`src/rtl/core/cht_pkg.sv`:
```
// ----------------------------------------------------------------------------
// cht_pkg
// Shared types and constants for the two-table cuckoo hash set.
// ----------------------------------------------------------------------------
package cht_pkg;

  localparam int KEY_W          = 31;
  localparam int TABLE_SIZE_DEF = 8;

  localparam logic CMD_INSERT = 1'b0;
  localparam logic CMD_ERASE  = 1'b1;

  typedef enum logic [1:0] {
    ST_INSERTED  = 2'd0,
    ST_OVERFLOW  = 2'd1,
    ST_ERASED    = 2'd2,
    ST_NOT_FOUND = 2'd3
  } status_t;

endpackage

```
`src/rtl/core/cht_ram.sv`:
```
// ----------------------------------------------------------------------------
// cht_ram
// Generic single-clock RAM: one write port, one read port, registered read.
// ----------------------------------------------------------------------------
module cht_ram #(
  parameter int WIDTH = 8,
  parameter int DEPTH = 8
) (
  input  logic                     clk,
  input  logic                     we,
  input  logic [$clog2(DEPTH)-1:0] waddr,
  input  logic [WIDTH-1:0]         wdata,
  input  logic                     re,
  input  logic [$clog2(DEPTH)-1:0] raddr,
  output logic [WIDTH-1:0]         rdata
);

  logic [WIDTH-1:0] mem [DEPTH];

  always_ff @(posedge clk) begin
    if (we) begin
      mem[waddr] <= wdata;
    end
    if (re) begin
      rdata <= mem[raddr];
    end
  end

endmodule

```
`src/rtl/core/cuckoo_hash_table.sv`:
```
// ----------------------------------------------------------------------------
// cuckoo_hash_table
// Two-table cuckoo hash set of 31-bit keys with insert and erase commands.
// ----------------------------------------------------------------------------
// Usage:
//   Input channel (in_valid / in_stall) carries one beat per command: an
//   insert or an erase of one key. Output channel (out_valid / out_stall)
//   returns exactly one result beat per command, in order.
//   Table one is indexed by key mod TABLE_SIZE, table two by
//   (key div TABLE_SIZE) mod TABLE_SIZE. Each table is one RAM with a
//   registered read; an entry holds {valid, slot in the other
//   table, key}, so a displaced key never needs its hash recomputed.
//   An insert makes up to TABLE_SIZE placements, one placement per cycle,
//   tables alternating. For a TABLE_SIZE that is not a power of two, the
//   slot indexes come from a reciprocal multiply by the constant size,
//   computed in registered steps between accept and the table lookup.
//   One command is in flight at a time; the next is accepted as soon as the
//   current result sits in the output register, even if it is still stalled.
//   If the receiver stalls, the finished result holds the engine in its
//   final state until the output register frees up.
//   Reset: a clearing pass writes every entry of both tables empty, with
//   in_stall high throughout.
// ----------------------------------------------------------------------------
module cuckoo_hash_table
  import cht_pkg::*;
#(
  parameter int TABLE_SIZE = TABLE_SIZE_DEF
) (
  input  logic             clk,
  input  logic             rst,
  input  logic             in_valid,
  output logic             in_stall,
  input  logic             command,
  input  logic [KEY_W-1:0] key,
  output logic             out_valid,
  input  logic             out_stall,
  output logic [1:0]       status,
  output logic [KEY_W-1:0] dropped_key,
  output logic             hit_table
);

  localparam int SW     = $clog2(TABLE_SIZE);     // slot index width
  localparam int WORD_W = 1 + SW + KEY_W;         // {valid, other slot, key}
  localparam bit SIZE_POW2 = (TABLE_SIZE & (TABLE_SIZE - 1)) == 0;
  localparam logic [SW-1:0] LAST_SLOT = SW'(TABLE_SIZE - 1);

  typedef enum logic [2:0] {
    S_CLEAR,
    S_IDLE,
    S_HASH,
    S_LOOKUP,
    S_PLACE,
    S_ERASE,
    S_DONE
  } state_t;

  state_t           state;
  logic             cmd_r;
  logic [KEY_W-1:0] key_r;
  logic [KEY_W-1:0] hand;        // key currently being placed
  logic [SW-1:0]    hand_slot;   // its slot in the table being written
  logic [SW-1:0]    hand_other;  // its slot in the opposite table
  logic             side;        // 0: table one, 1: table two
  logic [SW-1:0]    placed;
  logic [SW-1:0]    clr_cnt;
  status_t          res_status;
  logic [KEY_W-1:0] res_dropped;
  logic             res_hit;
  status_t          out_status;

  logic              accept;
  logic              hash_done;
  logic [SW-1:0]     hash_s1;
  logic [SW-1:0]     hash_s2;

  // RAM ports
  logic              we1, we2, re1, re2;
  logic [SW-1:0]     wa1, wa2, ra1, ra2;
  logic [WORD_W-1:0] wd1, wd2, rd1, rd2;

  // placement datapath
  logic [WORD_W-1:0] cur_word;
  logic              cur_v;
  logic [SW-1:0]     cur_oth;
  logic [KEY_W-1:0]  cur_key;
  logic [WORD_W-1:0] new_word;
  logic              last_place;
  logic              hit1, hit2;

  assign in_stall = (state != S_IDLE);
  assign accept   = in_valid && !in_stall;

  // --------------------------------------------------------------------------
  // Slot hashing
  // --------------------------------------------------------------------------
  if (SIZE_POW2) begin : g_hash_mask
    assign hash_s1   = key_r[SW-1:0];
    assign hash_s2   = key_r[2*SW-1:SW];
    assign hash_done = 1'b1;
  end else begin : g_hash_recip
    // x div N = (x * MAGIC) >> (KEY_W + SW), exact for every 31-bit x.
    // Stage 0: q1 = key div N. Stage 1: slot one = key - q1*N, q2 = q1 div N.
    // Stage 2: slot two = q1 - q2*N. One shared reciprocal multiplier.
    localparam int PW = 2 * KEY_W + 1;
    localparam logic [63:0] MAGIC_WIDE =
      ((64'd1 << (KEY_W + SW)) / 64'(TABLE_SIZE)) + 64'd1;
    localparam logic [KEY_W:0]   MAGIC  = MAGIC_WIDE[KEY_W:0];
    localparam logic [KEY_W-1:0] SIZE_K = KEY_W'(TABLE_SIZE);

    logic             busy;
    logic [1:0]       stage;
    logic [KEY_W-1:0] q1;
    logic [KEY_W-1:0] q2;
    logic [SW-1:0]    s1;
    logic [SW-1:0]    s2;
    logic [KEY_W-1:0] mul_a;
    logic [PW-1:0]    prod;
    logic [KEY_W-1:0] quot;
    logic [KEY_W-1:0] sub_a;
    logic [KEY_W-1:0] sub_q;
    logic [KEY_W-1:0] rem_full;

    assign mul_a    = (stage == 2'd0) ? key_r : q1;
    assign prod     = PW'(mul_a) * PW'(MAGIC);
    assign quot     = KEY_W'(prod >> (KEY_W + SW));
    assign sub_a    = (stage == 2'd1) ? key_r : q1;
    assign sub_q    = (stage == 2'd1) ? q1 : q2;
    assign rem_full = sub_a - KEY_W'(sub_q * SIZE_K);

    always_ff @(posedge clk) begin
      if (rst) begin
        busy  <= 1'b0;
        stage <= 2'd0;
      end else if (accept) begin
        busy  <= 1'b1;
        stage <= 2'd0;
      end else if (busy) begin
        case (stage)
          2'd0: begin
            q1    <= quot;
            stage <= 2'd1;
          end
          2'd1: begin
            s1    <= SW'(rem_full);
            q2    <= quot;
            stage <= 2'd2;
          end
          default: begin
            s2   <= SW'(rem_full);
            busy <= 1'b0;
          end
        endcase
      end
    end

    assign hash_s1   = s1;
    assign hash_s2   = s2;
    assign hash_done = !busy;
  end

  // --------------------------------------------------------------------------
  // Tables
  // --------------------------------------------------------------------------
  cht_ram #(.WIDTH(WORD_W), .DEPTH(TABLE_SIZE)) u_tab1 (
    .clk   (clk),
    .we    (we1),
    .waddr (wa1),
    .wdata (wd1),
    .re    (re1),
    .raddr (ra1),
    .rdata (rd1)
  );

  cht_ram #(.WIDTH(WORD_W), .DEPTH(TABLE_SIZE)) u_tab2 (
    .clk   (clk),
    .we    (we2),
    .waddr (wa2),
    .wdata (wd2),
    .re    (re2),
    .raddr (ra2),
    .rdata (rd2)
  );

  assign cur_word   = side ? rd2 : rd1;
  assign cur_v      = cur_word[WORD_W-1];
  assign cur_oth    = cur_word[KEY_W +: SW];
  assign cur_key    = cur_word[KEY_W-1:0];
  assign new_word   = {1'b1, hand_other, hand};
  assign last_place = (placed == LAST_SLOT);
  assign hit1       = rd1[WORD_W-1] && (rd1[KEY_W-1:0] == key_r);
  assign hit2       = rd2[WORD_W-1] && (rd2[KEY_W-1:0] == key_r);

  // RAM port steering
  always_comb begin
    we1 = 1'b0;
    we2 = 1'b0;
    re1 = 1'b0;
    re2 = 1'b0;
    wa1 = hand_slot;
    wa2 = hand_slot;
    wd1 = new_word;
    wd2 = new_word;
    ra1 = hash_s1;
    ra2 = hash_s2;
    unique case (state)
      S_CLEAR: begin
        we1 = 1'b1;
        we2 = 1'b1;
        wa1 = clr_cnt;
        wa2 = clr_cnt;
        wd1 = '0;
        wd2 = '0;
      end
      S_LOOKUP: begin
        re1 = 1'b1;
        re2 = (cmd_r == CMD_ERASE);
      end
      S_PLACE: begin
        // write the hand into this table; fetch the evictee's other slot
        we1 = !side;
        we2 = side;
        re1 = side;
        re2 = !side;
        ra1 = cur_oth;
        ra2 = cur_oth;
      end
      S_ERASE: begin
        we1 = hit1;
        we2 = !hit1 && hit2;
        wa1 = hash_s1;
        wa2 = hash_s2;
        wd1 = '0;
        wd2 = '0;
      end
      S_IDLE, S_HASH, S_DONE: begin
      end
      default: begin
      end
    endcase
  end

  // --------------------------------------------------------------------------
  // Control
  // --------------------------------------------------------------------------
  always_ff @(posedge clk) begin
    if (rst) begin
      state     <= S_CLEAR;
      clr_cnt   <= '0;
      out_valid <= 1'b0;
    end else begin
      // a beat leaving the output register; S_DONE refills it itself
      if (out_valid && !out_stall && state != S_DONE) begin
        out_valid <= 1'b0;
      end
      unique case (state)
        S_CLEAR: begin
          clr_cnt <= clr_cnt + 1'b1;
          if (clr_cnt == LAST_SLOT) begin
            state <= S_IDLE;
          end
        end
        S_IDLE: begin
          if (accept) begin
            cmd_r <= command;
            key_r <= key;
            state <= S_HASH;
          end
        end
        S_HASH: begin
          if (hash_done) begin
            state <= S_LOOKUP;
          end
        end
        S_LOOKUP: begin
          hand       <= key_r;
          hand_slot  <= hash_s1;
          hand_other <= hash_s2;
          side       <= 1'b0;
          placed     <= '0;
          state      <= (cmd_r == CMD_ERASE) ? S_ERASE : S_PLACE;
        end
        S_PLACE: begin
          res_hit <= 1'b0;
          if (!cur_v) begin
            res_status  <= ST_INSERTED;
            res_dropped <= '0;
            state       <= S_DONE;
          end else if (last_place) begin
            res_status  <= ST_OVERFLOW;
            res_dropped <= cur_key;
            state       <= S_DONE;
          end else begin
            hand       <= cur_key;
            hand_slot  <= cur_oth;
            hand_other <= hand_slot;
            side       <= !side;
            placed     <= placed + 1'b1;
          end
        end
        S_ERASE: begin
          res_dropped <= '0;
          res_hit     <= !hit1 && hit2;
          res_status  <= (hit1 || hit2) ? ST_ERASED : ST_NOT_FOUND;
          state       <= S_DONE;
        end
        S_DONE: begin
          if (!out_valid || !out_stall) begin
            out_valid   <= 1'b1;
            out_status  <= res_status;
            dropped_key <= res_dropped;
            hit_table   <= res_hit;
            state       <= S_IDLE;
          end
        end
        default: begin
          state <= S_IDLE;
        end
      endcase
    end
  end

  assign status = out_status;

`ifndef SYNTH
  a_drop_only_on_overflow: assert property (@(posedge clk) disable iff (rst)
    out_valid && (out_status != ST_OVERFLOW) |-> dropped_key == '0)
    else $error("dropped_key nonzero without overflow");

  a_hit_only_on_erase: assert property (@(posedge clk) disable iff (rst)
    out_valid && hit_table |-> out_status == ST_ERASED)
    else $error("hit_table set on a result that is not an erase hit");

  a_dual_write_only_clear: assert property (@(posedge clk) disable iff (rst)
    we1 && we2 |-> state == S_CLEAR)
    else $error("both tables written outside the clearing pass");

  a_one_in_flight: assert property (@(posedge clk) disable iff (rst)
    accept |=> in_stall)
    else $error("second command accepted while one is in flight");
`endif

endmodule

```
`config.mk`:
```
export PLATFORM = sky130hd
export DESIGN_NAME = cuckoo_hash_table
export DESIGN_NICKNAME = d
export VERILOG_FILES = /design/src/rtl/core/cht_pkg.sv /design/src/rtl/core/cht_ram.sv /design/src/rtl/core/cuckoo_hash_table.sv
export SDC_FILE = /design/constraint.sdc
export NUM_CORES = 1
export LEC_CHECK = 0
export BUFFER_PORTS_ARGS = -buffer_cell sky130_fd_sc_hd__buf_2
export CORE_MARGIN = 2
export CORE_UTILIZATION = 44
export CTS_BUF_LIST = sky130_fd_sc_hd__clkbuf_4 sky130_fd_sc_hd__clkbuf_8 sky130_fd_sc_hd__clkbuf_16
export DETAILED_ROUTE_END_ITERATION = 8
export PLACE_DENSITY = 0.66
export SLEW_MARGIN = 20
export SYNTH_ARGS = -nofsm -noshare
export SYNTH_HDL_FRONTEND = slang
export SYNTH_SLANG_ARGS = --single-unit
```
`constraint.sdc`:
```
create_clock -name clk -period 5 [get_ports clk]
set_input_delay 0.75 -clock clk [delete_from_list [all_inputs] [get_ports clk]]
set_output_delay 0.75 -clock clk [all_outputs]
set_load 0.03 [all_outputs]
```
==> results.cfg, run 1 <==
[outcome]
status = finished clean

[yosys]
synth_seq_cells = 778
syn_nets = 1502
synth_compound_area_share_pct = 1.791
yosys.area_share.simple_pct = 3.528
syn_avg_cell_area_um2 = 20.64
synth_top_family_by_area = multiplexers
netlist_area_um2 = 30180
yosysWarnings = 0
synth_xor_area_share_pct = 1.907
synthMuxAreaShare_pct = 14.29
yosys.area_share.adder_pct = 0.1658
synth.distinct_cells = 42
ys_seq_area_share_pct = 77.17
syn_inst = 1462

[cts]
cts_tree = built
clock-sinks = 778
htreeDepth = 3
cts_setup_buffers = 0
cts_hold_buf = 0
ctsRootBufferMaster = clkbuf_16
cts_max_path_buffers = 3
clk_pin_slew_ns = 0.06
insertion_delay_ns = 0.63
cts_buffers = 79
cts_resized = 0

[floorplanning]
core-area_um2 = 68230
die_h_um = 265.9
die_area_um2 = 70710
num_rows = 96
boundaryPins = 72
die_w_um = 265.9
start_util_pct = 44.24

[critical_path]
r2r_end = u_tab2.mem[1][12]
arrival_ns = 4.27
r2r_slack_ns = 1.03
cp.required_ns = 5.29
reg2reg_from = state[0]
setup.worst_path.start = state[0]
r2r_cells = 6
crit_slowest_cell = dfxtp_1
path_class = reg -> reg
crit_chain = nor2b_1 -> a211o_1 -> a21oi_1 -> nand3_1 -> o31ai_4 -> buf_4
worst_path_largest_cell_delay_ns = 0.96
crit_path_start_kind = flip-flop
crit_path_end_kind = flip-flop
cp_max_fo = 28

[layout]
nets = 1630
area_growth_pct = 14.80
nFillCells = 5380
multiInputGateArea_um2 = 6914
layout-drive-gt1-share_pct = 30.73
regArea_um2 = 23290

[routing]
viasPerCell = 5.803
route.detailed.drc = 0
drt_iter0_markers = 1684
ant_nets = 0
drt-total-wl_um = 69250
wl_per_cell_um = 27.33
vias = 14700
firstDrtPassIters = 5

[sta]
maxSlewViolCount = 0
slew_headroom_pct = 27.01
min_period_over_period_pct = 79.45
worstMarginPinSlew_ns = 1.093
hold_viol_final = 0
max_freq_mhz = 251.7
fin_worst_skew_ns = 0.02912
fin_setup_tns_ns = 0
fin_crit_ns = 3.973
finalSetupViolations = 0
rsz0062_at_grt = false

[worst_hold_path]
min_path_type = in -> reg
whs_path_depth = 1
hold_path_startpoint = key[1]
holdPathEnd = key_r[1]

[global_routing]
grtUsageTotal_pct = 20.00
grt_antenna_before_repair = 6
grt_max_degree = 71
grt_pass1_wl_um = 101400
grt_pass1_vias = 14950
gr-total-overflow = 0

[placement]
place.gp.congestion = 0.8288
portBuffers = 71
hpwlAfterDp_um = 41360

[power]
p_sw_share_pct = 26.81
p_sw_mw = 4.999
clkPwrFrac_pct = 31.4
p_per_area_nw_per_um2 = 538.1
combPwrFrac_pct = 17.2
power.leakage_nw = 11.39
p_int_mw = 13.64
finalPower_mw = 18.64
seq_power_share_pct = 51.4
max-vdd-ir-drop_mv = 0.3056

[job]
maxCapViolCount = 0
cell usage in the layout, fill, tap and decap left out, types with 9 or more instances in the layout:
cell | netlist | routed
a21oi_1 | 16 | 16
buf_2 | 16 | 71
buf_4 | 9 | 41
clkbuf_16 | 0 | 83
clkinv_1 | 0 | 14
clkinv_2 | 0 | 21
edfxtp_1 | 771 | 771
mux2_2 | 70 | 70
mux2i_1 | 37 | 37
mux4_2 | 140 | 140
nand2_1 | 46 | 46
nand3_1 | 9 | 9
nand4_1 | 30 | 30
nor2_1 | 50 | 49
nor2b_1 | 39 | 19
nor2b_2 | 0 | 20
nor4_1 | 9 | 9
o21ai_0 | 30 | 28
xnor2_1 | 46 | 46
xor2_1 | 16 | 16
final cells by class:
cell class              count  share of cell area, %
clock inverters            50                  1.304
diodes                      2                0.01444
multi-input cells         610                  19.95
well taps                 882                  3.185
clock buffers              91                  6.168
flip-flops and latches    778                  67.22
repair buffers            115                  2.087
inverters                   6                0.06500
state kept, by name, indices dropped and copies added, names as in the netlist:
name and count:
cmd_r 1, out_valid 1, res_hit 1, res_dropped 31
u_tab2.rdata 35, res_status 2, state 3, hit_table 1
side 1, dropped_key 31, status 2, hand 31
key_r 31, hand_slot 3, u_tab2.mem 280, hand_other 3
u_tab1.rdata 35, clr_cnt 3, u_tab1.mem 280, placed 3
layer usage:
layer	vias up	global-route usage (%)	wire (um)
met1	7672	29.24	28950
li1	6209	-	-
met3	108	4.113	6622
met4	4	6.605	1739
met2	711	30.26	31910
met5	-	0	22
critical path: cells and delay by family, from the launching register on:
family | cells | cell delay [ns]
AOI/OAI and AO/OA | 3 | 1.79
buffers and inverters | 1 | 0.40
DFF | 1 | 0.96
and+or+nand+nor | 2 | 0.45
kinds of logic after synthesis:
group,count (synthesis)
fa+ha+maj,4
buf+inv,74
compound gates,88
simple gates,207
flops,778
xor+xnor,64
mux,247
power groups by stage:
stage | clock, mW | combinational, mW | sequential [mW]
after floorplan | 0 | 1.85 | 9.69
after CTS | 5.96 | 3.23 | 9.60
after global routing | 6.23 | 3.41 | 9.70
final | 5.85 | 3.20 | 9.59
after detailed placement | 0 | 3.21 | 9.72
after global placement | 0 | 3.12 | 9.62
Yosys cell counts (all sizes together):
cell type | count | area (um^2)
edfxtp | 771 | 23150
mux4 | 140 | 3153
mux2 | 70 | 788.3
nor2 | 50 | 187.7
xnor2 | 48 | 435.4
nand2 | 46 | 172.7
nor2b | 39 | 244.0
clkbuf | 38 | 142.6
mux2i | 37 | 370.4
o21ai | 36 | 183.9
buf | 30 | 181.4
nand4 | 30 | 187.7
a21oi | 16 | 80.08
xor2 | 16 | 140.1
a211oi | 11 | 82.58
nand3 | 9 | 45.04
nor4 | 9 | 56.30
a21o | 8 | 60.06
o31ai | 8 | 60.06
dfxtp | 7 | 140.1
inv | 6 | 22.52
a211o | 5 | 43.79
and2 | 5 | 31.28
nor3 | 5 | 25.02
ha | 4 | 50.05
nor3b | 3 | 33.78
nand2b | 2 | 12.51
nor4b | 2 | 17.52
o22ai | 2 | 12.51
or3 | 2 | 12.51
or3b | 2 | 17.52
or4 | 2 | 15.01
a311oi | 1 | 8.760
a31o | 1 | 8.760
or2 | 1 | 6.260
worst max-delay path by stage:
stage	slack, ns	endpoint	depth (start not counted)
2_1_floorplan	0.1	u_tab1.mem[0][0]	7
3_3_place_gp	1.21	u_tab2.mem[3][1]	6
3_5_place_dp	1.15	u_tab2.mem[1][12]	6
4_1_cts	1.12	u_tab2.mem[2][12]	6
5_1_grt	0.84	u_tab2.mem[2][10]	6
6_report	1.03	u_tab2.mem[1][12]	6
through the flow:
step	setup WS (ns)	cell area (um^2)	hold slack [ns]	util, %	std cells
2_1_floorplan	0.09946	30180	0.4003	-	1462
3_3_place_gp	1.210	32000	0.4021	46.90	2391
3_5_place_dp	1.149	32010	0.4063	46.91	2391
4_1_cts	1.123	34590	0.2708	50.71	2532
5_1_grt	0.8439	34640	0.2837	50.78	2532
6_report	1.027	34650	0.3047	50.79	2534
Note: power is estimated with default switching activity, not from simulation.
==> inputs of run 2 (changes only) <==
PLACE_DENSITY = 0.63   (was 0.66)
clock period = 4.1 ns   (was 5 ns; I/O delays follow)
==> run 2 against run 1 <==
Compared with the run above:
- worst setup slack got worse by 0.45 ns
- final cell count rose by 1.9%
- core utilization rose by 0.90 points
- sequential cell count did not move
- die area did not move
==> results.cfg, run 2 (synthesized netlist as in run 1, its figures left out) <==
[global_routing]
grt_max_degree = 72
grtUsageTotal_pct = 20.58
gr-total-overflow = 0
grt_pass1_wl_um = 103700
grt_antenna_before_repair = 7
grt_pass1_vias = 14820

[floorplanning]
die_area_um2 = 70710
boundaryPins = 72
core-area_um2 = 68230
die_h_um = 265.9
start_util_pct = 44.24
die_w_um = 265.9
num_rows = 96

[power]
p_int_mw = 17.14
p_per_area_nw_per_um2 = 661.3
seq_power_share_pct = 49.8
combPwrFrac_pct = 17.9
p_sw_mw = 6.178
p_sw_share_pct = 26.49
power.leakage_nw = 11.72
clkPwrFrac_pct = 32.3
max-vdd-ir-drop_mv = 0.4361

[cts]
cts_resized = 0
cts_hold_buf = 0
clock-sinks = 778
clk_pin_slew_ns = 0.06
cts_max_path_buffers = 3
cts_setup_buffers = 0
insertion_delay_ns = 0.62
ctsRootBufferMaster = clkbuf_16
cts_tree = built
htreeDepth = 3
cts_buffers = 80

[critical_path]
crit_path_start_kind = flip-flop
path_common_cell = or4_1
cp_max_fo = 26
crit_slowest_cell = or4_1
cp.required_ns = 4.35
path_class = reg -> reg
worst_path_largest_cell_delay_ns = 0.86
cp_top_family = simple AND/OR/NAND/NOR gates
arrival_ns = 3.77
crit_path_end_kind = flip-flop
crit_chain = xnor2_1 -> nand4_1 -> or4_1 -> or4_1 -> a211oi_4 -> buf_4
timing.critical_path.buf_inv = 1

[sta]
worstMarginPinSlew_ns = 1.033
slew_headroom_pct = 30.88
min_period_over_period_pct = 85.86
fin_ws_ns = 0.5798
fin_crit_ns = 3.520
fin_worst_skew_ns = 0.02943
maxSlewViolCount = 0
finalSetupViolations = 0
rsz0062_at_grt = false
hold_viol_final = 0
max_freq_mhz = 284.1

[layout]
top_regs = u_tab1.mem: 280 flops, u_tab2.mem: 280 flops
post-route-util_pct = 51.69
nets = 1676
final_common_cell = edfxtp_1
design_area_um2 = 35270
nFillCells = 5391
layout_common_cells = edfxtp_1, mux4_2, clkbuf_16
area_growth_pct = 16.84
regArea_um2 = 23290
multiInputGateArea_um2 = 6868
layout-drive-gt1-share_pct = 31.94

[placement]
hpwlAfterDp_um = 46460
place.gp.congestion = 0.9130
post_dp_cell_area_um2 = 32520
portBuffers = 71
place_ws_ns = 0.6210

[routing]
vias = 14830
firstDrtPassIters = 5
drt-total-wl_um = 71710
ant_nets = 0
wl_per_cell_um = 27.76
route.detailed.drc = 0
drt_iter0_markers = 1688
viasPerCell = 5.739

[worst_hold_path]
min_path_type = in -> reg

[job]
maxCapViolCount = 0

[outcome]
status = finished clean
## run 2: changes by cell type in the layout (fill, tap and decap cells not counted), moves of 2 or more
cell and change:
nor2b_1 +20, clkinv_2 +2, nor2b_2 -20, buf_4 +31, clkinv_1 -6, clkinv_8 -2
clkinvlp_4 +4, buf_12 +14, inv_6 +4, bufinv_16 +5
## run 2: routing by layer
metal	wire, um	vias up	track usage, %	part of all wire (%)
li1	-	6294	-	-
met1	32880	7882	32.65	46
met2	31930	583	29.57	45
met3	5775	66	3.669	8.1
met4	1130	0	5.026	1.6
met5	0	-	0	0
## run 2: path summary, 6_finish.rpt
kind,slack (ns),start,to,cells after the start
max,0.58,key_r[5],u_tab1.mem[4][34],6
min,0.20,command,cmd_r,1
max reg2reg,0.58,key_r[5],u_tab1.mem[4][34],6
min reg2reg,0.42,res_dropped[0],dropped_key[0],0
## run 2: layout make-up
type	count	area share, %
multi-input cells	610	19.47
clock buffers	90	6.039
clock inverters	56	1.731
inverters	6	0.06386
well taps	882	3.129
repair buffers	160	3.505
diodes	1	0.007096
flip-flops and latches	778	66.05
## run 2: worst register-to-register path, stage by stage (launching register included)
cell and delay [ns]:
edfxtp_1 0.52, xnor2_1 0.34, nand4_1 0.12, or4_1 0.53, or4_1 0.86, a211oi_4 0.35
buf_4 0.42
## run 2: per-stage QoR
| stage | cells | total power [mW] | TNS (ns) | hold slack [ns] |
|---|---|---|---|---|
| after floorplan | 1462 | 14.02 | -224.14 | 0.4003 |
| after global placement | 2436 | 15.81 | 0 | 0.4029 |
| after detailed placement | 2436 | 16.01 | 0 | 0.4062 |
| after CTS | 2582 | 23.54 | 0 | 0.1577 |
| after global routing | 2582 | 24.20 | 0 | 0.1731 |
| final | 2583 | 23.32 | 0 | 0.2006 |
## run 2: power by group through the flow
stage               combinational [mW]  sequential (mW)  clock, mW
finish                            4.17             11.6       7.53
global route                      4.46             11.8       7.98
CTS                               4.24             11.6       7.65
detailed placement                4.22             11.8          0
global placement                  4.13             11.7          0
floorplan                         2.27             11.8          0
==> inputs of run 3 (changes only) <==
CORE_UTILIZATION = 55   (was 44)
PLACE_DENSITY = 0.78   (was 0.63)
clock period = 3.05 ns   (was 4.1 ns; I/O delays follow)
==> run 3 against run 2 <==
Compared with the run above:
- the run now ends with setup timing left
- core utilization increased by 13 points
- clock skew decreased by 0.0083 ns
- sequential cell count unchanged
- non-clock buffer count increased by 14
- wire length decreased by 1.6%
- register-to-register slack got worse by 0.60 ns
- critical endpoint is now u_tab1.mem[0][18]
- largest cell class unchanged
- maximum frequency is 15% higher
==> results.cfg, run 3 (synthesized netlist as in run 1, its figures left out) <==
[sta]
maxSlewViolCount = 0
fin_worst_skew_ns = 0.02116
holdWs_ns = 0.03828
rsz0062_at_grt = false
max_freq_mhz = 325.6
finalSetupViolations = 45
fin_ws_ns = -0.02162
slew_headroom_pct = 24.10
min_period_over_period_pct = 100.7
fin_setup_tns_ns = -0.3903
fin_crit_ns = 3.072
hold_viol_final = 0
worstMarginPinSlew_ns = 1.132

[critical_path]
r2r_end = u_tab1.mem[0][18]
r2r_cells = 7
cp_max_fo = 25
setup.worst_path.start = u_tab1.rdata[0]
reg2reg_from = u_tab1.rdata[0]
crit_path_start_kind = flip-flop
cp.required_ns = 3.35
crit_path_end_kind = flip-flop
endpoint = u_tab1.mem[0][18]
arrival_ns = 3.37
r2r_slack_ns = -0.02
path_class = reg -> reg

[floorplanning]
num_rows = 85
die_w_um = 238.3
die_area_um2 = 56770
start_util_pct = 55.86
boundaryPins = 72
die_h_um = 238.3
core-area_um2 = 54030

[layout]
final_common_cell = edfxtp_1
layout-drive-gt1-share_pct = 33.26
diodes = 0
layout_common_cells = edfxtp_1, mux4_2, clkbuf_16
nFillCells = 3383
top_regs = u_tab1.mem: 280 flops, u_tab2.mem: 280 flops
area_growth_pct = 16.63
regArea_um2 = 23290
nets = 1687
multiInputGateArea_um2 = 6947

[cts]
cts_setup_buffers = 0
cts_tree = built
htreeDepth = 3
clock-sinks = 778
cts_max_path_buffers = 3
insertion_delay_ns = 0.62
ctsRootBufferMaster = clkbuf_16
clk_pin_slew_ns = 0.06
cts_buffers = 77

[routing]
viasPerCell = 6.340
wl_per_cell_um = 29.39
vias = 15220
route.detailed.drc = 0
firstDrtPassIters = 5
ant_nets = 0
drt_iter0_markers = 1702
drt-total-wl_um = 70560

[global_routing]
grtUsageTotal_pct = 25.51
grt_pass1_vias = 15240
gr-total-overflow = 0
grt_antenna_before_repair = 0
grt_pass1_wl_um = 103800
grt_max_degree = 51

[outcome]
status = complete, but fails checks
violations = setup timing

[worst_hold_path]
min_path_type = in -> reg
whs_path_depth = 1

[power]
p_per_area_nw_per_um2 = 882.5
finalPower_mw = 31.06
power.leakage_nw = 11.78
max-vdd-ir-drop_mv = 0.7051

[placement]
hpwlAfterDp_um = 44280
place.gp.congestion = 0.9085
portBuffers = 71

[job]
maxCapViolCount = 0
==> run 3: per-layer routing <==
metal / routed length, um / GRT usage [%] / share of wire (%)
met2: 34020 / 40.01 / 48
met4: 1775 / 7.803 / 2.5
met1: 27510 / 36.67 / 39
met3: 7255 / 5.322 / 10
met5: 0 / 0 / 0
==> run 3: report_power, final <==
part / total, mW / internal (mW) / leakage [nW] / switching (mW)
logic: 5.80 / 2.04 / 3.27 / 3.76
registers: 15.7 / 15.1 / 7.26 / 0.606
clock network: 9.53 / 5.59 / 1.26 / 3.95
total: 31.1 / 22.7 / 11.8 / 8.32
==> run 3: cell type report <==
| type | instances | area share [%] |
|---|---|---|
| repair buffers | 174 | 4.358 |
| clock inverters | 49 | 1.390 |
| clock buffers | 88 | 5.808 |
| well taps | 696 | 2.474 |
| inverters | 6 | 0.06398 |
| flip-flops and latches | 778 | 66.17 |
| multi-input cells | 610 | 19.73 |
==> run 3: through the flow <==
stage               instance area (um^2)  instances  worst slack (ns)  utilization [%]
floorplan                          30420       1462           -0.6704                -
global placement                   32570       2263           0.05182            60.28
detailed placement                 32570       2263           0.07022            60.29
CTS                                35120       2401           0.04421            65.00
global route                       35200       2401          0.002961            65.15
finish                             35200       2401          -0.02162            65.15
==> run 3: timing repair <==
action	4_1_cts	5_1_grt
endpoints found under the setup margin	0	193
endpoints found under the hold margin	1	0
resized for setup	0	6
hold buffers	1	0
==> run 3: worst min path at each step <==
stage	from	endpoint	slack, ns
2_1_floorplan	res_dropped[0]	dropped_key[0]	0.40
3_3_place_gp	res_dropped[24]	dropped_key[24]	0.40
3_5_place_dp	res_dropped[10]	dropped_key[10]	0.40
4_1_cts	key[6]	key_r[6]	0.01
5_1_grt	key[6]	key_r[6]	0.02
6_report	key[6]	key_r[6]	0.04
==> run 3: worst max-delay path: stages (launching register included) <==
cell and delay, ns:
edfxtp_1 0.43, xor2_1 0.24, nor4_1 0.49, nand4_1 0.25, or4_1 0.52, buf_4 0.23, a211oi_4 0.34, buf_12 0.25
